$ cat config.mk
export PLATFORM = sky130hd
export DESIGN_NAME = calendar_date_arithmetic_top
export DESIGN_NICKNAME = d
export VERILOG_FILES = /design/src/hdl/cda_pkg.sv /design/src/hdl/calendar_date_arithmetic_top.sv
export SDC_FILE = /design/constraint.sdc
export NUM_CORES = 1
export LEC_CHECK = 0
export ABC_AREA = 1
export BUFFER_PORTS_ARGS = -buffer_cell sky130_fd_sc_hd__buf_4
export CAP_MARGIN = 10
export CORE_MARGIN = 3
export CORE_UTILIZATION = 30
export CTS_BUF_LIST = sky130_fd_sc_hd__clkbuf_16
export CTS_CLUSTER_SIZE = 12
export DETAILED_ROUTE_END_ITERATION = 10
export PLACE_DENSITY = 0.57
export SETUP_SLACK_MARGIN = 0.2
export SYNTH_ARGS = -nofsm -noshare
export SYNTH_HDL_FRONTEND = slang
export SYNTH_SLANG_ARGS = --single-unit
$ cat constraint.sdc
create_clock -name clk -period 13.9 [get_ports clk]
set_clock_uncertainty 0.15 [all_clocks]
set_input_delay 1.39 -clock clk [delete_from_list [all_inputs] [get_ports clk]]
set_output_delay 1.39 -clock clk [all_outputs]
set_load 0.01 [all_outputs]
$ cat src/hdl/cda_pkg.sv
`timescale 1ns / 1ps
`default_nettype none

package cda_pkg;

	localparam int REQ_W  = 64;
	localparam int RES_W  = 72;
	localparam int YEAR_W = 15;
	localparam int ACC_W  = 23;

	typedef enum logic [1:0] {
		MODE_CHECK = 2'd0,
		MODE_ADD   = 2'd1,
		MODE_DIFF  = 2'd2,
		MODE_CMP   = 2'd3
	} mode_t;

	typedef enum logic [5:0] {
		ST_IDLE  = 6'b000001,
		ST_SETUP = 6'b000010,
		ST_ADDYR = 6'b000100,
		ST_ADDMO = 6'b001000,
		ST_DIFF  = 6'b010000,
		ST_FIN   = 6'b100000
	} state_t;

	// fields from the lowest bit up: year_a, month_a, day_a, year_b, month_b, day_b, day_offset
	typedef struct packed {
		logic [1:0]  pad;
		logic [15:0] day_offset;
		logic [4:0]  day_b;
		logic [3:0]  month_b;
		logic [13:0] year_b;
		logic [4:0]  day_a;
		logic [3:0]  month_a;
		logic [13:0] year_a;
	} req_t;

	// fields from the lowest bit up: date_ok, out_year, out_month, out_day, year_overflow,
	// day_count, compare_value
	typedef struct packed {
		logic               pad;
		logic signed [23:0] compare_value;
		logic [21:0]        day_count;
		logic               year_overflow;
		logic [4:0]         out_day;
		logic [3:0]         out_month;
		logic [13:0]        out_year;
		logic               date_ok;
	} res_t;

	localparam logic [3:0]       MON_JAN       = 4'd1;
	localparam logic [3:0]       MON_FEB       = 4'd2;
	localparam logic [3:0]       MON_APR       = 4'd4;
	localparam logic [3:0]       MON_JUN       = 4'd6;
	localparam logic [3:0]       MON_SEP       = 4'd9;
	localparam logic [3:0]       MON_NOV       = 4'd11;
	localparam logic [3:0]       MON_DEC       = 4'd12;
	localparam logic [13:0]      YMOD_BASE     = 14'd400;
	localparam logic [2:0]       YMOD_STEPS    = 3'd5;
	localparam logic [8:0]       R400_LAST     = 9'd399;
	localparam logic [8:0]       R400_C1       = 9'd100;
	localparam logic [8:0]       R400_C2       = 9'd200;
	localparam logic [8:0]       R400_C3       = 9'd300;
	localparam logic [YEAR_W-1:0] YEARS_400    = 15'd400;
	localparam logic [ACC_W-1:0] DAYS_400Y     = 23'd146097;
	localparam logic [ACC_W-1:0] DAYS_YEAR     = 23'd365;
	localparam logic [21:0]      DAY_COUNT_MAX = 22'h3FFFFF;

	function automatic logic is_leap(input logic [8:0] r400, input logic [1:0] ylo);
		return (r400 == '0) ||
			((ylo == 2'd0) && (r400 != R400_C1) && (r400 != R400_C2) && (r400 != R400_C3));
	endfunction

	function automatic logic [4:0] month_len(input logic leap, input logic [3:0] m);
		logic [4:0] len;
		case (m)
			MON_APR, MON_JUN, MON_SEP, MON_NOV: len = 5'd30;
			MON_FEB: len = leap ? 5'd29 : 5'd28;
			default: len = 5'd31;
		endcase
		return len;
	endfunction

endpackage

`default_nettype wire

$ cat src/hdl/calendar_date_arithmetic_top.sv
// check and compare: a year mod 400 reduction in ST_SETUP, then the result in ST_FIN
// add: after the reduction, ST_ADDYR walks whole years and ST_ADDMO walks months, then ST_FIN
// difference: after the reduction, ST_DIFF walks 400-year blocks, whole years and months
// input: a beat is taken only while idle, once the last one has finished; the result register
// lets the next beat in while a result waits
// reset: arst_n clears the sequencer and the output valid, the block comes up idle
`timescale 1ns / 1ps
`default_nettype none

module calendar_date_arithmetic_top #(
	parameter int MAX_YEAR    = 9999,
	parameter int OFFSET_BITS = 16
) (
	input  wire logic                        clk,
	input  wire logic                        arst_n,
	input  wire logic                        s_tvalid,
	output logic                             s_tready,
	// year_a, month_a, day_a, year_b, month_b, day_b, day_offset
	input  wire logic [cda_pkg::REQ_W-1:0]   s_tdata,
	// mode
	input  wire logic [1:0]                  s_tuser,
	output logic                             m_tvalid,
	input  wire logic                        m_tready,
	// date_ok, out_year, out_month, out_day, year_overflow, day_count, compare_value
	output logic [cda_pkg::RES_W-1:0]        m_tdata
);
	import cda_pkg::*;

	localparam int OFS_W = (OFFSET_BITS < 16) ? OFFSET_BITS : 16;

	state_t              state_q;
	mode_t               mode_q;
	req_t                in_q;
	req_t                req;
	res_t                res_q;
	res_t                res_c;
	logic                out_valid_q;
	logic [YEAR_W-1:0]   y_q;
	logic [3:0]          m_q;
	logic [8:0]          r400_q;
	logic [13:0]         rem_q;
	logic [2:0]          k_q;
	logic [ACC_W-1:0]    acc_q;
	logic [4:0]          d_q;

	logic                leap;
	logic [4:0]          mlen;
	logic [ACC_W-1:0]    ylen;
	logic [8:0]          r400_inc;
	logic [13:0]         ymod_step;
	logic [13:0]         rem_nx;
	logic [YEAR_W-1:0]   yb;
	logic [YEAR_W-1:0]   y_p400;
	logic                ygt;
	logic                ylt;
	logic                inner;
	logic                big;
	logic                alu_sub;
	logic [ACC_W-1:0]    alu_b;
	logic [ACC_W:0]      alu_res;
	logic                alu_gt;
	logic                fin_load;
	logic                zero_case;
	logic signed [ACC_W+1:0] dv;
	logic signed [23:0]  dy;
	logic signed [23:0]  dm;
	logic signed [23:0]  dd;

	assign req      = req_t'(s_tdata);
	assign s_tready = (state_q == ST_IDLE);
	assign m_tvalid = out_valid_q;
	assign m_tdata  = res_q;

	assign leap      = is_leap(r400_q, y_q[1:0]);
	assign mlen      = month_len(leap, m_q);
	assign ylen      = DAYS_YEAR + ACC_W'(leap);
	assign r400_inc  = (r400_q == R400_LAST) ? '0 : r400_q + 9'd1;
	assign ymod_step = YMOD_BASE << k_q;
	assign rem_nx    = (rem_q >= ymod_step) ? rem_q - ymod_step : rem_q;

	assign yb     = {1'b0, in_q.year_b};
	assign y_p400 = y_q + YEARS_400;
	assign ygt    = y_q > yb;
	assign ylt    = y_q < yb;
	assign inner  = (ylt || (m_q < in_q.month_b)) && (m_q <= MON_DEC);
	assign big    = (m_q == MON_JAN) && (y_p400 <= yb);

	// shared day accumulator unit
	always_comb begin
		alu_sub = 1'b1;
		alu_b   = '0;
		case (state_q)
			ST_ADDYR: alu_b = ylen;
			ST_ADDMO: alu_b = ACC_W'(mlen);
			ST_DIFF: begin
				alu_sub = 1'b0;
				if (big) begin
					alu_b = DAYS_400Y;
				end else if ((m_q == MON_JAN) && ylt) begin
					alu_b = ylen;
				end else begin
					alu_b = ACC_W'(mlen);
				end
			end
			default: alu_b = '0;
		endcase
	end

	assign alu_res = alu_sub ? {1'b0, acc_q} - {1'b0, alu_b} : {1'b0, acc_q} + {1'b0, alu_b};
	assign alu_gt  = !alu_res[ACC_W] && (alu_res[ACC_W-1:0] != '0);

	assign fin_load = (state_q == ST_FIN) && (!out_valid_q || m_tready);

	assign zero_case = (acc_q == '0) && ((in_q.year_a > in_q.year_b) ||
		(in_q.month_a > in_q.month_b) || (in_q.day_a > in_q.day_b));
	assign dv = $signed({2'b00, acc_q}) + $signed({{(ACC_W-3){1'b0}}, in_q.day_b})
		- $signed({{(ACC_W-3){1'b0}}, in_q.day_a});
	assign dy = 24'($signed({1'b0, in_q.year_a}) - $signed({1'b0, in_q.year_b}));
	assign dm = 24'($signed({1'b0, in_q.month_a}) - $signed({1'b0, in_q.month_b}));
	assign dd = 24'($signed({1'b0, in_q.day_a}) - $signed({1'b0, in_q.day_b}));

	always_comb begin
		res_c = '0;
		case (mode_q)
			MODE_CHECK: begin
				res_c.date_ok = (in_q.year_a != '0) && (m_q >= MON_JAN) && (m_q <= MON_DEC) &&
					(in_q.day_a != '0) && (in_q.day_a <= mlen);
			end
			MODE_ADD: begin
				res_c.out_year      = y_q[13:0];
				res_c.out_month     = m_q;
				res_c.out_day       = d_q;
				res_c.year_overflow = y_q > YEAR_W'(MAX_YEAR);
			end
			MODE_DIFF: begin
				if (zero_case || (dv < 0)) begin
					res_c.day_count = '0;
				end else if (dv > $signed({3'b000, DAY_COUNT_MAX})) begin
					res_c.day_count = DAY_COUNT_MAX;
				end else begin
					res_c.day_count = dv[21:0];
				end
			end
			MODE_CMP: begin
				res_c.compare_value = (dy <<< 9) + (dm <<< 5) + dd;
			end
			default: res_c = '0;
		endcase
	end

	always_ff @(posedge clk or negedge arst_n) begin
		if (!arst_n) begin
			state_q     <= ST_IDLE;
			out_valid_q <= 1'b0;
		end else begin
			if (fin_load) begin
				out_valid_q <= 1'b1;
			end else if (m_tready) begin
				out_valid_q <= 1'b0;
			end
			case (state_q)
				ST_IDLE: begin
					if (s_tvalid) begin
						state_q <= ST_SETUP;
					end
				end
				ST_SETUP: begin
					if (k_q == '0) begin
						case (mode_q)
							MODE_ADD: begin
								if (acc_q == '0) begin
									state_q <= ST_FIN;
								end else if (m_q == MON_JAN) begin
									state_q <= ST_ADDYR;
								end else begin
									state_q <= ST_ADDMO;
								end
							end
							MODE_DIFF: state_q <= ST_DIFF;
							default: state_q <= ST_FIN;
						endcase
					end
				end
				ST_ADDYR: begin
					if (!alu_gt) begin
						state_q <= ST_ADDMO;
					end
				end
				ST_ADDMO: begin
					if (!alu_gt) begin
						state_q <= ST_FIN;
					end else if (m_q >= MON_DEC) begin
						state_q <= ST_ADDYR;
					end
				end
				ST_DIFF: begin
					if (ygt) begin
						state_q <= ST_FIN;
					end
				end
				ST_FIN: begin
					if (fin_load) begin
						state_q <= ST_IDLE;
					end
				end
				default: state_q <= ST_IDLE;
			endcase
		end
	end

	always_ff @(posedge clk) begin
		if (fin_load) begin
			res_q <= res_c;
		end
		case (state_q)
			ST_IDLE: begin
				if (s_tvalid) begin
					in_q   <= req;
					mode_q <= mode_t'(s_tuser);
					rem_q  <= req.year_a;
					k_q    <= YMOD_STEPS;
					y_q    <= {1'b0, req.year_a};
					m_q    <= req.month_a;
					d_q    <= '0;
					if (mode_t'(s_tuser) == MODE_ADD) begin
						acc_q <= ACC_W'(req.day_offset[OFS_W-1:0]) + ACC_W'(req.day_a);
					end else begin
						acc_q <= '0;
					end
				end
			end
			ST_SETUP: begin
				rem_q <= rem_nx;
				k_q   <= k_q - 3'd1;
				if (k_q == '0) begin
					r400_q <= rem_nx[8:0];
				end
			end
			ST_ADDYR: begin
				if (alu_gt) begin
					acc_q  <= alu_res[ACC_W-1:0];
					y_q    <= y_q + YEAR_W'(1);
					r400_q <= r400_inc;
				end
			end
			ST_ADDMO: begin
				if (alu_gt) begin
					acc_q <= alu_res[ACC_W-1:0];
					if (m_q >= MON_DEC) begin
						y_q    <= y_q + YEAR_W'(1);
						r400_q <= r400_inc;
						m_q    <= MON_JAN;
					end else begin
						m_q <= m_q + 4'd1;
					end
				end else begin
					d_q   <= acc_q[4:0];
					acc_q <= '0;
					if (m_q > MON_DEC) begin
						y_q    <= y_q + YEAR_W'(1);
						r400_q <= r400_inc;
						m_q    <= MON_JAN;
					end
				end
			end
			ST_DIFF: begin
				if (!ygt) begin
					if (inner) begin
						acc_q <= alu_res[ACC_W-1:0];
						if (big) begin
							y_q <= y_p400;
						end else if ((m_q == MON_JAN) && ylt) begin
							y_q    <= y_q + YEAR_W'(1);
							r400_q <= r400_inc;
						end else begin
							m_q <= m_q + 4'd1;
						end
					end else begin
						m_q    <= MON_JAN;
						y_q    <= y_q + YEAR_W'(1);
						r400_q <= r400_inc;
					end
				end
			end
			default: begin
			end
		endcase
	end

	a_busy_after_accept: assert property (@(posedge clk) disable iff (!arst_n)
		s_tvalid && s_tready |=> !s_tready)
		else $error("input taken again right after a beat");

	a_add_left_nonzero: assert property (@(posedge clk) disable iff (!arst_n)
		(state_q == ST_ADDYR || state_q == ST_ADDMO) |-> acc_q != '0)
		else $error("add walk running with no days left");

	a_year_step_jan: assert property (@(posedge clk) disable iff (!arst_n)
		state_q == ST_ADDYR |-> m_q == MON_JAN)
		else $error("whole year step off january");

	a_fin_delivers: assert property (@(posedge clk) disable iff (!arst_n)
		fin_load |=> m_tvalid && s_tready)
		else $error("finished result not presented");

endmodule

`default_nettype wire
* After elaboration in Yosys (flattened, before gate mapping)
Index checks and enable logic that the tools add are counted.
Storage, ports and cells: word-level logic and storage cells 206, register bits 199, latch bits 0, memories 0, ROM bits 0, bits in writable memories 0
Operators by class: $mul 0, eq/ne operators 36, muxes and demuxes 65, shift-type cells 1, bitwise operators 1, divide/modulo/power cells 0, reductions and logical operators 46, $lt $le $gt $ge 16, $add $sub $neg 17
Operators by type and width (number):
- two-way mux 15 bit | 9
- two-way mux 23 bit | 5
- one-hot mux 23 bit (4 select lines) | 1
- two-way mux 9 bit | 10
- one-hot mux 15 bit (4 select lines) | 1
- one-hot mux 18 bit (3 select lines) | 1
- two-way mux 6 bit | 8
- two-way mux 4 bit | 9
- one-hot mux 6 bit (6 select lines) | 1
- one-hot mux 9 bit (4 select lines) | 1
- two-way mux 14 bit | 2
- one-hot mux 14 bit (2 select lines) | 1
- > comparator 25 x 23 -> 1 bit (second input constant) | 1
- < comparator 25 x 1 -> 1 bit (second input constant) | 1
- subtractor 24 x 5 -> 25 bit | 1
- adder 23 x 23 -> 24 bit | 1
- adder 23 x 5 -> 24 bit | 1
- adder 24 x 10 -> 24 bit | 1
- adder 24 x 6 -> 24 bit | 1
- two-way mux 24 bit | 1
- subtractor 23 x 23 -> 24 bit | 1
- logical NOT 23 bit | 1
- nonzero test 23 bit | 1
- two-way mux 22 bit | 1
- 76 further kinds | 121

* Longest topological paths before layout
word-level depth 16, gate-level depth with buffers 47, mapped depth without buffers 47

* Least setup slack after synthesis
Ideal clock, no wire load.
path type register to register, from register y_q[4], to register y_q[10], enable pin, arrival 5109 ps, data required time 13372 ps, stages on the path, launching flop included 46, setup slack 8263 ps, setup time 378 ps, period minus slack after synthesis 5637 ps, path buffers 0, path through edfxtp_1 ha_1 nand2_1 nand2_1 nand2_1 xor2_1 inv_1 ha_1 nand2_1 inv_1 nand3_1 nor2_1 nand2_1 nand4_1 nand2_1 nand2_1 nand2_1 nand2_1 [... 10 more ...] ha_1 nand2_1 inv_1 nand2_1 nand2_1 inv_1 nand2_1 nand2_1 nand3_1 nand2_1 nand2_1 nor2_1 nand2_1 nor2_2 nand2_2 nand4_4 nand4_1 nor2_1
Between the ends: longest elaborated chain between the ends 11, elaborated cells on any way between the ends 23
RTL lines:
- start: declaration | line calendar_date_arithmetic_top.sv:38 | logic [YEAR_W-1:0] y_q;
- start signal: assignment | line calendar_date_arithmetic_top.sv:222 | y_q <= {1'b0, req.year_a};
- start signal: assignment | line calendar_date_arithmetic_top.sv:242 | y_q <= y_q + YEAR_W'(1);
- start signal: assignment | line calendar_date_arithmetic_top.sv:250 | y_q <= y_q + YEAR_W'(1);
- adder 15 x 9 -> 15 bit or < comparator 15 x 14 -> 1 bit (tied branches) | line calendar_date_arithmetic_top.sv:82, calendar_date_arithmetic_top.sv:84
- <= comparator 15 x 14 -> 1 bit or logical AND 1 bit (tied branches) | line calendar_date_arithmetic_top.sv:86, calendar_date_arithmetic_top.sv:99, calendar_date_arithmetic_top.sv:272
- logical AND 1 bit or two-way mux 10 bit (tied branches) | line calendar_date_arithmetic_top.sv:86, calendar_date_arithmetic_top.sv:99
- two-way mux 18 bit | line calendar_date_arithmetic_top.sv:97 | if (big) begin
- one-hot mux 18 bit (3 select lines) | line calendar_date_arithmetic_top.sv:92 | case (state_q)
- subtractor 23 x 23 -> 24 bit or adder 23 x 23 -> 24 bit (tied branches) | line calendar_date_arithmetic_top.sv:109 | assign alu_res = alu_sub ? {1'b0, acc_q} - {1'b0, alu_b} : {1'b0, acc_q} + {1'b0, alu_b};
- two-way mux 24 bit | line calendar_date_arithmetic_top.sv:109
- nonzero test 23 bit or logical NOT 1 bit (tied branches) | line calendar_date_arithmetic_top.sv:110 | assign alu_gt = !alu_res[ACC_W] && (alu_res[ACC_W-1:0] != '0);
- logical AND 1 bit | line calendar_date_arithmetic_top.sv:110
- inequality test 3 bit (no line) or inequality test 2 bit (tied branches)
- AND reduction 7 bit (no line) (*)
Every way passes the cells marked *; elsewhere a longest branch is shown, timed or not. A chain may end at the register's enable or synchronous reset.

* Worst setup path in the final report
from register y_q[4], to register y_q[13], enable pin
Same word-level chain as after synthesis.

==> out/results.ini <==
[status]
run_status = finished clean

[clocking]
insertion_delay_ns = 0.48
cts.repair_timing.setup_buffer_count = 0
clk_pin_slew_ns = 0.09
numCtsBuffers = 17
ctsLongestPathBuffers = 2
cts_repair_resize_count = 0
numClockSinks = 199
cts.hold.buffers_added = 0
cts_tree = yes
cts_max_level = 4
clockRootBuffer = sky130_fd_sc_hd__clkbuf_16

[detailed_routing]
drt_wl_total_um = 47000
drt_pre_antenna_iters = 5
post_drt_via_cell_ratio = 4.83
drt_first_iter_violations = 1003
avgRoutedWirePerCell_um = 16.3
drt.antenna.violating_nets = 0
routed-via-count = 13900
drt_drc_violations_left = 0

[timing]
rsz_0062_raised_after_global_routing = no
max-slew-margin-rel_pct = 26.3
finalSetupViolCount = 0
timing_max_transition_violations_final = 0
fin_ws_ns = 6.00
period_minus_slack_ns = 7.90
worstMarginPinSlew_ns = 1.10
share_of_the_clock_period_used_by_the_worst_path_pct = 56.8
clock.fmax_mhz = 127
final-hold-violation-count = 0
fin_setup_tns_ns = 0

[critical_path]
critical_path.max_fanout = 21
data_arrival_time_of_the_worst_path_ns = 7.84
worst_r2r_endpoint = y_q[13]$_DFFE_PP_
crit_path_frequent_cell = sky130_fd_sc_hd__nand2_1
critical_path_class = register to register
reg2reg_slack_ns = 6.00
cp_data_required_time_ns = 13.85
r2r-start = y_q[4]$_DFFE_PP_
cpMaxStageDelayCell = sky130_fd_sc_hd__nor2_1
timing.critical_path.to_type = register
worst_path_largest_cell_delay_ns = 0.83
timing.critical_path.from_type = register
reg2regPathDepth = 43

[global_routing]
grt_pass1_vias = 13600
global_route.overflow_total = 0
antenna_found_initial = 0
wire_length_of_the_first_global_routing_pass_um = 73000
grt_max_degree = 72
grt.total_usage_pct = 16.4

[power]
peakVddDrop_v = 0.000107
powerDensity_mw_per_mm2 = 251
leak_pwr_nw = 9.13

[synthesis]
avgSynthCellArea_um2 = 7.99
synth_sequential_area_ratio_pct = 36.5
syn_area_mm2 = 0.0163
synth_edf_count = 192
number_of_warnings_issued_by_yosys = 0
dominantRegCellSynth = sky130_fd_sc_hd__edfxtp_1
async_reset_ff_share_pct = 3.52
netlist_instances = 2039
synth.ff_latch_count = 199
synth.distinct_cells = 58
synth_fp_nets = 2304

[cells_and_area]
final_layout_size_suffix_gt1_share_pct = 11.1
nNetsFinal = 2448
antennaDiodeCount = 0
postLayoutCellArea_mm2 = 0.0188
instances_no_fill = 2884
area_delta_synth_final_pct = 15.4

[floorplan]
design.core.area_mm2 = 0.0531
die_height_um = 239
design.die.area_mm2 = 0.0571
pin_count = 144
die_w_um = 239
row_count = 84
start_util_pct = 30.7

[worst_hold_path]
kind_of_path_behind_the_tightest_hold_check = register to register
timing.hold.worst_endpoint = m_tdata[19]$_SDFFCE_PN0P_
hp-start = d_q[0]$_SDFFCE_PN0P_
whs_path_depth = 2

[placement]
place.detailed.hpwl_um = 38500
dpl_cell_area_mm2 = 0.0182
detailedPlace.worstSlack_ns = 6.04
dpl.cell_count = 2852
place_congestion = 0.895
port_buffers = 140

[job]
timing.max_cap.violations = 0

-- power breakdown --
| group | switching [mW] | total, mW | internal, mW |
|---|---|---|---|
| clock network | 0.285 | 0.536 | 0.251 |
| logic | 2.01 | 3.09 | 1.08 |
| registers | 0.162 | 1.09 | 0.924 |
-- cell families (layout without fill, tap and decap cells) --
family	Yosys count	after routing	share of synthesized area, %
AND/OR/NAND/NOR	816	816	21.6
XOR/XNOR	77	77	4.14
multiplexers	1	1	0.0615
adder cells (fa/ha/maj)	195	195	16.1
other	1	1	0.0230
buffers and inverters	400	557	9.35
flip-flops	199	199	36.5
AO/OA/AOI/OAI	350	350	12.2
-- state kept, by name, summed over array words and instances (netlist names) --
signal / count
m_q: 4
m_tvalid: 1
k_q: 3
in_q: 46
m_tdata: 71
mode_q: 2
y_q: 15
r400_q: 9
d_q: 5
state_q: 6
rem_q: 14
acc_q: 23
-- per-layer routing --
layer | up-vias | share of wire, % | global-route usage [%]
li1 | 7039 | - | -
met2 | 321 | 47 | 27.3
met4 | 0 | 2.2 | 5.24
met5 | - | 0 | 0
met1 | 6507 | 47 | 22.1
met3 | 51 | 4.3 | 2.05
-- layout make-up --
class / count / area [µm²]
Multi-Input combinational cell: 1440 / 8830
Clock inverter: 15 / 211
Fill cell: 5476 / 34300
Clock buffer: 17 / 425
Inverter: 378 / 1420
Sequential cell: 199 / 5940
Timing Repair Buffer: 147 / 1100
Tap cell: 688 / 861
-- worst max path at each step --
stage / start / to / slack, ns
finish: y_q[4]$_DFFE_PP_ / y_q[13]$_DFFE_PP_ / 6.00
floorplan: y_q[4]$_DFFE_PP_ / y_q[10]$_DFFE_PP_ / 8.26
CTS: y_q[4]$_DFFE_PP_ / y_q[9]$_DFFE_PP_ / 6.02
detailed placement: y_q[4]$_DFFE_PP_ / y_q[11]$_DFFE_PP_ / 6.04
global placement: y_q[4]$_DFFE_PP_ / y_q[11]$_DFFE_PP_ / 6.01
global route: y_q[4]$_DFFE_PP_ / y_q[9]$_DFFE_PP_ / 5.51
-- stage by stage --
stage	utilization [%]	hold slack (ns)	total power, mW
4_1_cts	35.4	0.376	4.73
3_5_place_dp	34.2	0.349	4.18
5_1_grt	35.4	0.392	5.24
2_1_floorplan	-	0.331	3.37
3_3_place_gp	34.2	0.353	4.12
6_report	35.4	0.377	4.72
-- worst max-delay path: cells and delay by family, from the launching register on --
kind,cells,cell delay [ns]
XOR/XNOR,1,0.14
buffers and inverters,5,0.40
adder cells (fa/ha/maj),5,1.29
AO/OA/AOI/OAI,2,0.53
AND/OR/NAND/NOR,30,4.49
flip-flops,1,0.50
-- cells in the final DEF (no fill, tap or decap), types with 4 or more instances in the layout --
cell type,n
sky130_fd_sc_hd__nand2_1,464
sky130_fd_sc_hd__inv_1,365
sky130_fd_sc_hd__edfxtp_1,192
sky130_fd_sc_hd__ha_1,170
sky130_fd_sc_hd__a21oi_1,155
sky130_fd_sc_hd__buf_4,147
sky130_fd_sc_hd__nor2_1,138
sky130_fd_sc_hd__o21ai_0,108
sky130_fd_sc_hd__nand3_1,103
sky130_fd_sc_hd__xor2_1,58
sky130_fd_sc_hd__nand4_1,27
sky130_fd_sc_hd__fa_1,25
sky130_fd_sc_hd__nor3_1,19
sky130_fd_sc_hd__xnor2_1,19
sky130_fd_sc_hd__clkbuf_16,17
sky130_fd_sc_hd__nand2_2,13
sky130_fd_sc_hd__inv_2,11
sky130_fd_sc_hd__nor2_2,11
sky130_fd_sc_hd__o21bai_1,11
sky130_fd_sc_hd__nand3b_1,10
sky130_fd_sc_hd__o31ai_1,9
sky130_fd_sc_hd__o211ai_1,9
sky130_fd_sc_hd__o21a_1,9
sky130_fd_sc_hd__nor4_1,7
sky130_fd_sc_hd__o22ai_1,7
sky130_fd_sc_hd__clkinv_8,7
sky130_fd_sc_hd__o21ai_2,6
sky130_fd_sc_hd__dfrtp_1,6
sky130_fd_sc_hd__nand3_2,5
sky130_fd_sc_hd__a21oi_2,5
sky130_fd_sc_hd__o2111ai_1,5
sky130_fd_sc_hd__a31oi_1,5
sky130_fd_sc_hd__or2_2,4
sky130_fd_sc_hd__a21o_1,4
sky130_fd_sc_hd__nor2_4,4
-- cells in the mapped netlist (14+ instances only) --
library cell	instances	area share [%]
sky130_fd_sc_hd__fa_1	25	3.1
sky130_fd_sc_hd__nand3_1	103	3.2
sky130_fd_sc_hd__nor2_1	140	3.2
sky130_fd_sc_hd__xor2_1	58	3.1
sky130_fd_sc_hd__clkbuf_1	14	0.32
sky130_fd_sc_hd__edfxtp_1	192	35
sky130_fd_sc_hd__o21ai_0	109	3.4
sky130_fd_sc_hd__xnor2_1	19	1.0
sky130_fd_sc_hd__nor3_1	19	0.58
sky130_fd_sc_hd__nand4_1	27	1.0
sky130_fd_sc_hd__a21oi_1	155	4.8
sky130_fd_sc_hd__inv_1	365	8.4
sky130_fd_sc_hd__ha_1	170	13
sky130_fd_sc_hd__nand2_1	464	11
No activity file was read; power rests on OpenSTA's default activity.
